[src/etc_pkg.sv]
// shared types, constants and calendar helpers for the timestamp converter
package etc_pkg;

    localparam logic [24:0] SecNormalYear = 25'd31536000;
    localparam logic [24:0] SecLeapYear   = 25'd31622400;
    localparam logic [29:0] NsMax         = 30'd999999999;
    localparam logic [11:0] BaseYear      = 12'd2000;
    localparam logic [11:0] EpochYear     = 12'd1990;

    // configuration register indexes
    localparam logic CfgZone = 1'b0;
    localparam logic CfgTick = 1'b1;

    // item handed from the front stages to the date split stages
    typedef struct packed {
        logic [11:0] year;
        logic        leap;
        logic [24:0] us;
        logic [5:0]  second;
        logic [29:0] ns;
    } etc_mid_t;

    // result item as it moves down the back stages
    typedef struct packed {
        logic [11:0] year;
        logic [3:0]  month;
        logic [4:0]  mday;
        logic [4:0]  hour;
        logic [5:0]  minute;
        logic [5:0]  second;
        logic [32:0] since;
        logic [29:0] ns;
    } etc_out_t;

    // gregorian rule over 1999..2128: only 2100 is a skipped century
    function automatic logic is_leap(input logic [11:0] y);
        return (y[1:0] == 2'b00) && (y != 12'd2100);
    endfunction

    function automatic logic [24:0] year_secs(input logic [11:0] y);
        return is_leap(y) ? SecLeapYear : SecNormalYear;
    endfunction

    // first day of year of month m, m = 12 gives the year length
    function automatic logic [8:0] month_start(input logic leap, input logic [3:0] m);
        logic [8:0] d;
        case (m)
            4'd0:    d = 9'd0;
            4'd1:    d = 9'd31;
            4'd2:    d = 9'd59;
            4'd3:    d = 9'd90;
            4'd4:    d = 9'd120;
            4'd5:    d = 9'd151;
            4'd6:    d = 9'd181;
            4'd7:    d = 9'd212;
            4'd8:    d = 9'd243;
            4'd9:    d = 9'd273;
            4'd10:   d = 9'd304;
            4'd11:   d = 9'd334;
            default: d = 9'd365;
        endcase
        if (leap && (m >= 4'd2))
        begin
            d = d + 9'd1;
        end
        return d;
    endfunction

endpackage

[src/etc_front.sv]
// front stages: unpack, seconds of year with zone offset, year carry, nanoseconds
module etc_front (
    input  logic                  clk,
    input  logic [1:0]            en,
    input  logic [31:0]           stamp_hi,
    input  logic [31:0]           stamp_lo,
    input  logic [16:0]           zone,
    input  logic [31:0]           tick_period,
    output etc_pkg::etc_mid_t     mid
);

    logic [8:0]  day;
    logic [4:0]  hour;
    logic [5:0]  minute;
    logic [5:0]  second;
    logic [9:0]  ms;
    logic [20:0] tick;
    logic [26:0] pos_secs;

    logic [26:0] s1_secs_reg,  s1_secs_next;
    logic [11:0] s1_year_reg,  s1_year_next;
    logic [5:0]  s1_sec_reg,   s1_sec_next;
    logic [29:0] s1_msns_reg,  s1_msns_next;
    logic [52:0] s1_prod_reg,  s1_prod_next;

    etc_pkg::etc_mid_t mid_reg, mid_next;

    logic [24:0] ysec_cur;
    logic [24:0] ysec_prev;
    logic [11:0] year_adj;
    logic [37:0] ns_sum;

    assign day    = stamp_hi[31:23];
    assign hour   = stamp_hi[16:12];
    assign minute = stamp_hi[11:6];
    assign second = stamp_hi[5:0];
    assign ms     = stamp_lo[30:21];
    assign tick   = stamp_lo[20:0];

    always_comb
    begin
        pos_secs = 27'(day) * 27'd86400 + 27'(hour) * 27'd3600
                 + 27'(minute) * 27'd60 + 27'(second);
        // two's complement sum, bit 26 is the sign
        s1_secs_next = pos_secs - 27'd86400 + {{10{zone[16]}}, zone};
        s1_year_next = etc_pkg::BaseYear + 12'({stamp_lo[31], stamp_hi[22:17]});
        s1_sec_next  = (second > 6'd59) ? 6'd59 : second;
        s1_msns_next = 30'(ms) * 30'd1000000;
        s1_prod_next = 53'(tick) * 53'(tick_period);
    end

    always_ff @(posedge clk)
    begin
        if (en[0])
        begin
            s1_secs_reg <= s1_secs_next;
            s1_year_reg <= s1_year_next;
            s1_sec_reg  <= s1_sec_next;
            s1_msns_reg <= s1_msns_next;
            s1_prod_reg <= s1_prod_next;
        end
    end

    always_comb
    begin
        ysec_cur  = etc_pkg::year_secs(s1_year_reg);
        ysec_prev = etc_pkg::year_secs(s1_year_reg - 12'd1);
        year_adj  = s1_year_reg;
        mid_next.us = s1_secs_reg[24:0];
        if (s1_secs_reg[26])
        begin
            year_adj    = s1_year_reg - 12'd1;
            mid_next.us = 25'(s1_secs_reg + 27'(ysec_prev));
        end
        else if (s1_secs_reg >= 27'(ysec_cur))
        begin
            year_adj    = s1_year_reg + 12'd1;
            mid_next.us = 25'(s1_secs_reg - 27'(ysec_cur));
        end
        mid_next.year   = year_adj;
        mid_next.leap   = etc_pkg::is_leap(year_adj);
        mid_next.second = s1_sec_reg;
        ns_sum = 38'(s1_msns_reg) + 38'(s1_prod_reg[52:16]);
        mid_next.ns = (ns_sum > 38'(etc_pkg::NsMax)) ? etc_pkg::NsMax : ns_sum[29:0];
    end

    always_ff @(posedge clk)
    begin
        if (en[1])
        begin
            mid_reg <= mid_next;
        end
    end

    assign mid = mid_reg;

endmodule

[src/etc_split.sv]
// back stages: day of year, month lookup, hour and minute split, epoch seconds
module etc_split (
    input  logic                  clk,
    input  logic [4:0]            en,
    input  etc_pkg::etc_mid_t     mid,
    output etc_pkg::etc_out_t     result
);

    // stage 3
    etc_pkg::etc_mid_t s3_mid_reg;
    logic [8:0]  s3_yday_reg, s3_yday_next;
    logic [15:0] s3_days_reg, s3_days_next;
    logic [38:0] yprod;
    logic [7:0]  yoff;

    // stage 4
    etc_pkg::etc_out_t s4_out_reg, s4_out_next;
    logic [24:0] s4_us_reg;
    logic [16:0] s4_rem_reg, s4_rem_next;
    logic [24:0] day_secs;
    logic [8:0]  mstart;
    logic [8:0]  mday_full;

    // stage 5
    etc_pkg::etc_out_t s5_out_reg, s5_out_next;
    logic [16:0] s5_rem_reg;
    logic [25:0] hprod;

    // stage 6
    etc_pkg::etc_out_t s6_out_reg;
    logic [11:0] s6_r2_reg, s6_r2_next;

    // stage 7
    etc_pkg::etc_out_t out_reg, out_next;
    logic [24:0] mprod;

    always_comb
    begin
        // us / 86400 as (us >> 7) / 675 by exact reciprocal
        yprod = 39'(mid.us[24:7]) * 39'd1590729;
        s3_yday_next = yprod[38:30];
        yoff = 8'(mid.year - etc_pkg::EpochYear);
        s3_days_next = 16'(yoff) * 16'd365 + 16'((9'(yoff) + 9'd1) >> 2)
                     - 16'(mid.year > 12'd2100);
    end

    always_ff @(posedge clk)
    begin
        if (en[0])
        begin
            s3_mid_reg  <= mid;
            s3_yday_reg <= s3_yday_next;
            s3_days_reg <= s3_days_next;
        end
    end

    always_comb
    begin
        day_secs = 25'(s3_yday_reg) * 25'd86400;
        s4_rem_next = 17'(s3_mid_reg.us - day_secs);
        s4_out_next = '0;
        s4_out_next.year   = s3_mid_reg.year;
        s4_out_next.second = s3_mid_reg.second;
        s4_out_next.ns     = s3_mid_reg.ns;
        s4_out_next.month  = 4'd11;
        // first month whose end lies beyond the day of year
        for (int m = 11; m >= 0; m--)
        begin
            if (s3_yday_reg < etc_pkg::month_start(s3_mid_reg.leap, 4'(m + 1)))
            begin
                s4_out_next.month = 4'(m);
            end
        end
        mstart = etc_pkg::month_start(s3_mid_reg.leap, s4_out_next.month);
        mday_full = s3_yday_reg - mstart + 9'd1;
        s4_out_next.mday  = (mday_full > 9'd31) ? 5'd31 : mday_full[4:0];
        s4_out_next.since = 33'(s3_days_reg) * 33'd86400;
    end

    always_ff @(posedge clk)
    begin
        if (en[1])
        begin
            s4_out_reg <= s4_out_next;
            s4_us_reg  <= s3_mid_reg.us;
            s4_rem_reg <= s4_rem_next;
        end
    end

    always_comb
    begin
        // rem / 3600 as (rem >> 4) / 225
        hprod = 26'(s4_rem_reg[16:4]) * 26'd4661;
        s5_out_next = s4_out_reg;
        s5_out_next.hour  = hprod[24:20];
        s5_out_next.since = s4_out_reg.since + 33'(s4_us_reg);
    end

    always_ff @(posedge clk)
    begin
        if (en[2])
        begin
            s5_out_reg <= s5_out_next;
            s5_rem_reg <= s4_rem_reg;
        end
    end

    assign s6_r2_next = 12'(s5_rem_reg - 17'(s5_out_reg.hour) * 17'd3600);

    always_ff @(posedge clk)
    begin
        if (en[3])
        begin
            s6_out_reg <= s5_out_reg;
            s6_r2_reg  <= s6_r2_next;
        end
    end

    always_comb
    begin
        mprod = 25'(s6_r2_reg) * 25'd4370;
        out_next = s6_out_reg;
        out_next.minute = mprod[23:18];
    end

    always_ff @(posedge clk)
    begin
        if (en[4])
        begin
            out_reg <= out_next;
        end
    end

    assign result = out_reg;

endmodule

[src/event_timestamp_to_calendar.sv]
// top level of the event timestamp to calendar converter
// Usage:
//   Input beats arrive on s_tvalid/s_tready/s_tdata, one packed event stamp
//   per beat (high stamp word in bits 31:0, low stamp word in bits 63:32).
//   Each beat yields exactly one result beat on m_tvalid/m_tready/m_tdata
//   with year, month, day, hour, minute, second, seconds since 1990 UTC and
//   nanoseconds within the second.
//   Zone offset (index 0) and tick period (index 1) are set through cfg_we,
//   cfg_idx and cfg_wdata while no beat is in flight.
// Timing:
//   Seven register stages lie between an input beat and its result beat.
//   Throughput is one beat per cycle, every stage takes a new beat each
//   cycle while the output is drained.
// Reset:
//   rst_n clears all stage valid bits and both registers to zero.
// Backpressure:
//   Each stage holds its beat while the next is full and stalled; bubbles close up, so
//   s_tready stays high until all seven stages are occupied and m_tready low.
module event_timestamp_to_calendar (
    input  logic          clk,
    input  logic          rst_n,
    input  logic          s_tvalid,
    output logic          s_tready,
    input  logic [63:0]   s_tdata,   // stamp_word_high, stamp_word_low
    output logic          m_tvalid,
    input  logic          m_tready,
    output logic [103:0]  m_tdata,   // year_full, month_index, day_of_month, hour_of_day,
                                     // minute_of_hour, second_of_minute,
                                     // seconds_since_1990, nanoseconds, zero pad
    input  logic          cfg_we,
    input  logic          cfg_idx,
    input  logic [31:0]   cfg_wdata
);

    logic [16:0] zone_reg;
    logic [31:0] tick_reg;
    logic [7:1]  valid_reg, valid_next;
    logic [8:1]  en;

    etc_pkg::etc_mid_t mid;
    etc_pkg::etc_out_t result;

    always_ff @(posedge clk or negedge rst_n)
    begin
        if (!rst_n)
        begin
            zone_reg <= '0;
            tick_reg <= '0;
        end
        else if (cfg_we)
        begin
            case (cfg_idx)
                etc_pkg::CfgZone: zone_reg <= cfg_wdata[16:0];
                etc_pkg::CfgTick: tick_reg <= cfg_wdata;
                default: ;
            endcase
        end
    end

    // a stage loads when it is empty or its beat moves on
    always_comb
    begin
        en[8] = m_tready;
        for (int i = 7; i >= 1; i--)
        begin
            en[i] = !valid_reg[i] || en[i + 1];
        end
        valid_next[1] = en[1] ? s_tvalid : valid_reg[1];
        for (int i = 2; i <= 7; i++)
        begin
            valid_next[i] = en[i] ? valid_reg[i - 1] : valid_reg[i];
        end
    end

    always_ff @(posedge clk or negedge rst_n)
    begin
        if (!rst_n)
        begin
            valid_reg <= '0;
        end
        else
        begin
            valid_reg <= valid_next;
        end
    end

    etc_front u_front (
        .clk         (clk),
        .en          (en[2:1]),
        .stamp_hi    (s_tdata[31:0]),
        .stamp_lo    (s_tdata[63:32]),
        .zone        (zone_reg),
        .tick_period (tick_reg),
        .mid         (mid)
    );

    etc_split u_split (
        .clk    (clk),
        .en     (en[7:3]),
        .mid    (mid),
        .result (result)
    );

    assign s_tready = en[1];
    assign m_tvalid = valid_reg[7];
    assign m_tdata  = {3'b000, result.ns, result.since, result.second, result.minute,
                       result.hour, result.mday, result.month, result.year};

endmodule

[config.mk]
export PLATFORM = sky130hd
export DESIGN_NAME = event_timestamp_to_calendar
export DESIGN_NICKNAME = d
export VERILOG_FILES = /design/src/etc_pkg.sv /design/src/etc_front.sv /design/src/etc_split.sv /design/src/event_timestamp_to_calendar.sv
export SDC_FILE = /design/constraint.sdc
export NUM_CORES = 2
export LEC_CHECK = 0
export BUFFER_PORTS_ARGS = -buffer_cell sky130_fd_sc_hd__clkbuf_2
export CAP_MARGIN = 20
export CORE_MARGIN = 2
export CORE_UTILIZATION = 55
export DETAILED_ROUTE_END_ITERATION = 10
export HOLD_SLACK_MARGIN = 0.15
export MAX_ROUTING_LAYER = met4
export PLACE_DENSITY = 0.79
export SLEW_MARGIN = 20
export SYNTH_ARGS = -nofsm -noshare
export SYNTH_HDL_FRONTEND = slang
export SYNTH_SLANG_ARGS = --single-unit
[constraint.sdc]
create_clock -name clk -period 17.6 [get_ports clk]
set_input_delay 5.28 -clock clk [delete_from_list [all_inputs] [get_ports clk]]
set_output_delay 5.28 -clock clk [all_outputs]
set_load 0.005 [all_outputs]
---- Yosys cells after proc, flatten, opt, wreduce, memory -nomap -nowiden ----
Memory sizes are Yosys's and may differ from the RTL's.
Index checks and enable logic that the tools add are counted.
W data, S select, Z words.
storage, ports and cells
  flip-flop bits (word level) ............. 791
  latch bits .............................. 0
  bits in writable memories ............... 0
  bits in read-only memories .............. 144
  input bits .............................. 102
  output and inout bits ................... 106
  logic and storage cells ................. 164
  memories kept ........................... 1
memories
  memory            words  bits a word  read ports  clocked after Yosys merged registers in  write ports  RTL line       source
  (name not given)  16     9            1           0                                        0            etc_pkg.sv:47  case (m)
cells by class
  add/sub/neg operators ................... 21
  multiply operators ...................... 12
  div/mod/pow operators ................... 0
  order comparisons ....................... 17
  equal/unequal tests ..................... 3
  shifts and indexed selects .............. 0
  muxes and demuxes ....................... 28
  bitwise gates (word level) .............. 1
  reduce and logical (&&, ||, !) cells .... 23
operator list
  cell                      count
  $mul A21 B32 Y53          1
  $mux W25                  2
  $mux W4                   10
  $mul A18 B21 Y39 const B  1
  $add A30 B37 Y38          1
  $gt A38 B30 Y1 const B    1
  $lt A9 B8 Y1              4
  $mux W18                  2
  $ne A12 B12 Y1 const B    3
  $add A33 B25 Y33          1
  $add A26 B17 Y27          1
  $add A27 B12 Y27          1
  $add A27 B27 Y27          1
  $add A27 B6 Y27           1
  $ge A27 B25 Y1            1
  $lt A9 B9 Y1              3
  $sub A27 B17 Y27 const B  1
  $mul A16 B10 Y26 const B  1
  $add A25 B25 Y25          1
  $mul A13 B13 Y25 const B  1
  $sub A25 B25 Y25          1
  $mul A10 B14 Y24 const B  1
  $mux W12                  2
  $mul A12 B12 Y23 const B  1
  other kinds (34)          62

---- Depth between registers and ports, before layout ----
  depth after elaboration ................. 19
  depth in mapped cells ................... 31

---- Modules after synthesis ----
Synthesis repeated with hierarchy kept, for this count alone.
unflattened totals
  cells, all modules ...................... 6504
  area total of the unflattened synthesis .. 72361.9 um^2
modules (own cells, without submodules)
  module                       instances  cells an instance  area each (um^2)  sequential area each (um^2)
  etc_front                    1          3951               37328.3           5345.1
  etc_split                    1          2419               32859.0           15645.0
  event_timestamp_to_calendar  1          134                2174.6            1401.3

---- Worst setup path before layout ----
OpenSTA, ideal clock, no wires.
  kind .................................... in2out
  from .................................... input port m_tready
  to ...................................... output port s_tready
  data arrival time ....................... 11.839 ns
  required time ........................... 12.320 ns
  slack ................................... 0.481 ns
  stages on the path ...................... 4
  cell sequence ........................... nor2b_1 -> nand3_1 -> nor2_1 -> nand4_1
on the way
  longest elaborated chain between the ends .. 7
ends and longest elaborated chain
  element                          RTL line                           source
  start, declared                  event_timestamp_to_calendar.sv:26  input logic m_tready,
  $logic_or A1 B1 Y1 (3 in a row)  event_timestamp_to_calendar.sv:66  en[i] = !valid_reg[i] || en[i + 1];
  via en (one bit)                 event_timestamp_to_calendar.sv:38  logic [8:1] en;
  $logic_or A1 B1 Y1 (4 in a row)  event_timestamp_to_calendar.sv:66
  end, declared                    event_timestamp_to_calendar.sv:23  output logic s_tready,
The timed path passes the listed nets, and every way through them passes these cells.

---- Worst setup path in the final report ----
Ends and elaborated chain as after synthesis.

==> flow_summary.yaml <==
run_status:
  outcome: "complete, no violations"
worst_setup_path:
  timing.rr.end: "u_front.s1_prod_reg[52]$_DFFE_PP_"
  critPathKind: "input pin to primary output"
  ff2ff_path_depth: 22
  path_delay_family: "simple AND/OR/NAND/NOR gates"
  path_max_fanout: 55
  r2r_slack_ns: 9.56
  critPathCaptureType: "primary output"
  required_ns: 12.32
  slowest_stage: "nor2_1"
  cp_cell_sequence: "clkbuf_2 -> nor2b_1 -> nand3_4 -> nor2_1 -> nand4_1 -> buf_4 -> clkbuf_2"
  cp-start-kind: "input pin"
  regToRegStartpoint: "tick_reg[12]$_DFFE_PN0P_"
  slowest_delay_ns: 0.73
  path_buf_inv: 3
  crit_arrival_ns: 7.99
  crit_top_cell: "clkbuf_2"
timing:
  hold_slack_ns: 0.385
  slew_headroom_pct: 25.1
  fmax_mhz: 75.4
  skew_ns: 0.0490
  rsz0062_at_grt: "no"
  setup_violations: 0
  drv_slew: 0
  final-hold-violation-count: 0
  setup_tns_ns: 0
  finalCritPeriodShare_pct: 75.4
  fin_crit_ns: 13.27
  tightest_slew_ns: 1.12
clock_tree:
  cts_setup_buffers: 0
  cts_tree: "done"
  ctsHoldBuffers: 0
  ctsLongestPathBuffers: 3
  cts_resized: 0
  clkLatencyLatePin_ns: 0.71
  cts-root-buf: "clkbuf_16"
  cts_buffers: 83
  clock_sinks: 755
  htreeDepth: 3
  cts.clk_slew.worst_paths_ns: 0.06
floorplan:
  die_area_um2: 131000
  die_w_um: 362
  row_count: 131
  core_um2: 127000
  io_pins: 208
  die_h_um: 362
  start_util_pct: 55.3
place:
  gp_congestion: 0.918
  hpwl_mm: 118
  port-buffer-count: 204
routing:
  wl_mm: 150
  vias: 44400
  via_per_inst: 5.46
  drc: 0
  ant_nets: 0
  wl_per_cell_um: 18.5
  drt-initial-drc-count: 2581
  first_pass_iters: 8
grt:
  overflow: 0
  grtUsageMet1_pct: 30.9
  gr-usage-met2_pct: 39.2
  first_global_vias: 47600
  grt_max_degree: 76
  grt-busiest-layer: "met2"
  grt_pass1_wl_mm: 248
  use_met3_pct: 5.75
  grtUsageTotal_pct: 24.7
  antenna_found_initial: 0
logic_synthesis:
  async_flop_share_pct: 7.42
  syn_avg_cell_area_um2: 11.3
  yosysMostFrequentCell: "inv_1"
  synthTopCellsByArea: "edfxtp_1 30%, fa_1 24%, ha_1 18%, inv_1 6.4%, nand2_1 3.0%"
  ys_types: 92
  ys_seq_area_share_pct: 31.8
  synth_seq_cells: 755
  synth_commonest_cells: "1210 x inv_1, 1000 x ha_1, 842 x fa_1"
  yosysTopAreaCellShare_pct: 29.8
  synthCells: 6243
  yosys.area.top_type: "edfxtp_1"
  synth-edff-count: 699
  synth_top_flop_cell: "edfxtp_1"
  netlist_area_um2: 70500
  yosys_warnings: 0
hold_path:
  min-delay-start: "u_split.out_next[65]$_DFFE_PP_"
  min_to: "u_split.result[65]$_DFFE_PP_"
  hp-class: "flop to flop"
  hold_depth: 0
flow_run:
  drv_cap: 0
cells_and_area:
  area_delta_synth_final_pct: 7.87
  diodes: 0
  drive_gt1_share_pct: 7.05
  largest_reg_flops: 101
  layout.nets: 8347
==> worst max-delay path by stage <==
stage	start	end	slack, ns	cells after the start
floorplan	m_tready	s_tready	0.48	4
global placement	m_tready	s_tready	4.27	7
global route	m_tready	s_tready	4.01	7
finish	m_tready	s_tready	4.33	7
detailed placement	m_tready	s_tready	4.23	7
CTS	m_tready	s_tready	4.21	7
==> cell type report <==
cell class                      count  area, µm²
Timing Repair Buffer              236       1280
Clock buffer                       95       2120
Inverter                         1210       4550
Sequential cell                   755      22400
Tap cell                         1662       2080
Fill cell                       10000      51300
Multi-Input combinational cell   4117      43000
Clock inverter                     55        643
==> cells in the final DEF, fill, tap and decap left out, types with 28 or more instances in the layout <==
cell type,count
xnor2_1,190
nor3_1,65
nand3_1,55
buf_4,32
edfxtp_1,699
a21oi_1,171
ha_1,1000
mux2_2,39
clkbuf_16,83
o21bai_1,29
fa_1,842
xor2_1,81
o21a_1,42
clkbuf_2,203
inv_1,1208
dfrtp_1,56
nand4_1,28
nor2_1,163
a21o_1,84
nand2_1,565
and2_1,240
o21ai_0,119
nand2b_1,41
==> metrics by stage <==
step                      utilization [%]  cells  setup slack (ns)  instance area, µm²
after floorplan                         -   6245             0.481               70500
after global placement               57.5   7979              4.27               73200
after detailed placement             57.5   7979              4.23               73200
after CTS                            59.7   8129              4.21               76000
after global routing                 59.7   8130              4.01               76000
final                                59.7   8130              4.33               76000
==> kinds of logic (layout without fill, tap and decap cells) <==
| family | Yosys count | in the layout | synth area share (%) |
|---|---|---|---|
| and+or+nand+nor | 1304 | 1304 | 8.93 |
| muxes | 47 | 47 | 0.737 |
| other | 1 | 3 | 0.00532 |
| AOI/OAI and AO/OA | 650 | 650 | 6.16 |
| buffers and inverters | 1373 | 1596 | 7.35 |
| xor gates and xnor gates | 271 | 271 | 3.37 |
| DFF | 755 | 755 | 31.8 |
| adders and majority gates | 1842 | 1842 | 41.7 |
==> per-layer routing <==
layer | vias to the layer above | routed length (µm)
met5 | - | 0
met4 | 0 | 5610
met3 | 334 | 11600
met2 | 1388 | 70800
met1 | 21900 | 62500
li1 | 20800 | -
==> worst register-to-register path, stage by stage (launching register included) <==
cell	delay [ns]
dfrtp_1	1.08
nand2_1	0.16
fa_1	0.54
inv_1	0.07
fa_1	0.50
fa_1	0.54
inv_1	0.05
fa_1	0.49
inv_1	0.05
fa_1	0.47
fa_1	0.53
fa_1	0.47
ha_1	0.35
a211oi_1	0.32
o21ai_0	0.12
and2_1	0.18
o211a_1	0.28
o21ai_1	0.26
a21oi_1	0.16
o2111a_1	0.29
o211ai_1	0.31
a21oi_1	0.10
or3b_2	0.46
Power is not shown: default switching activity piles up to over one toggle a cycle in this logic, so the estimate is an artifact.
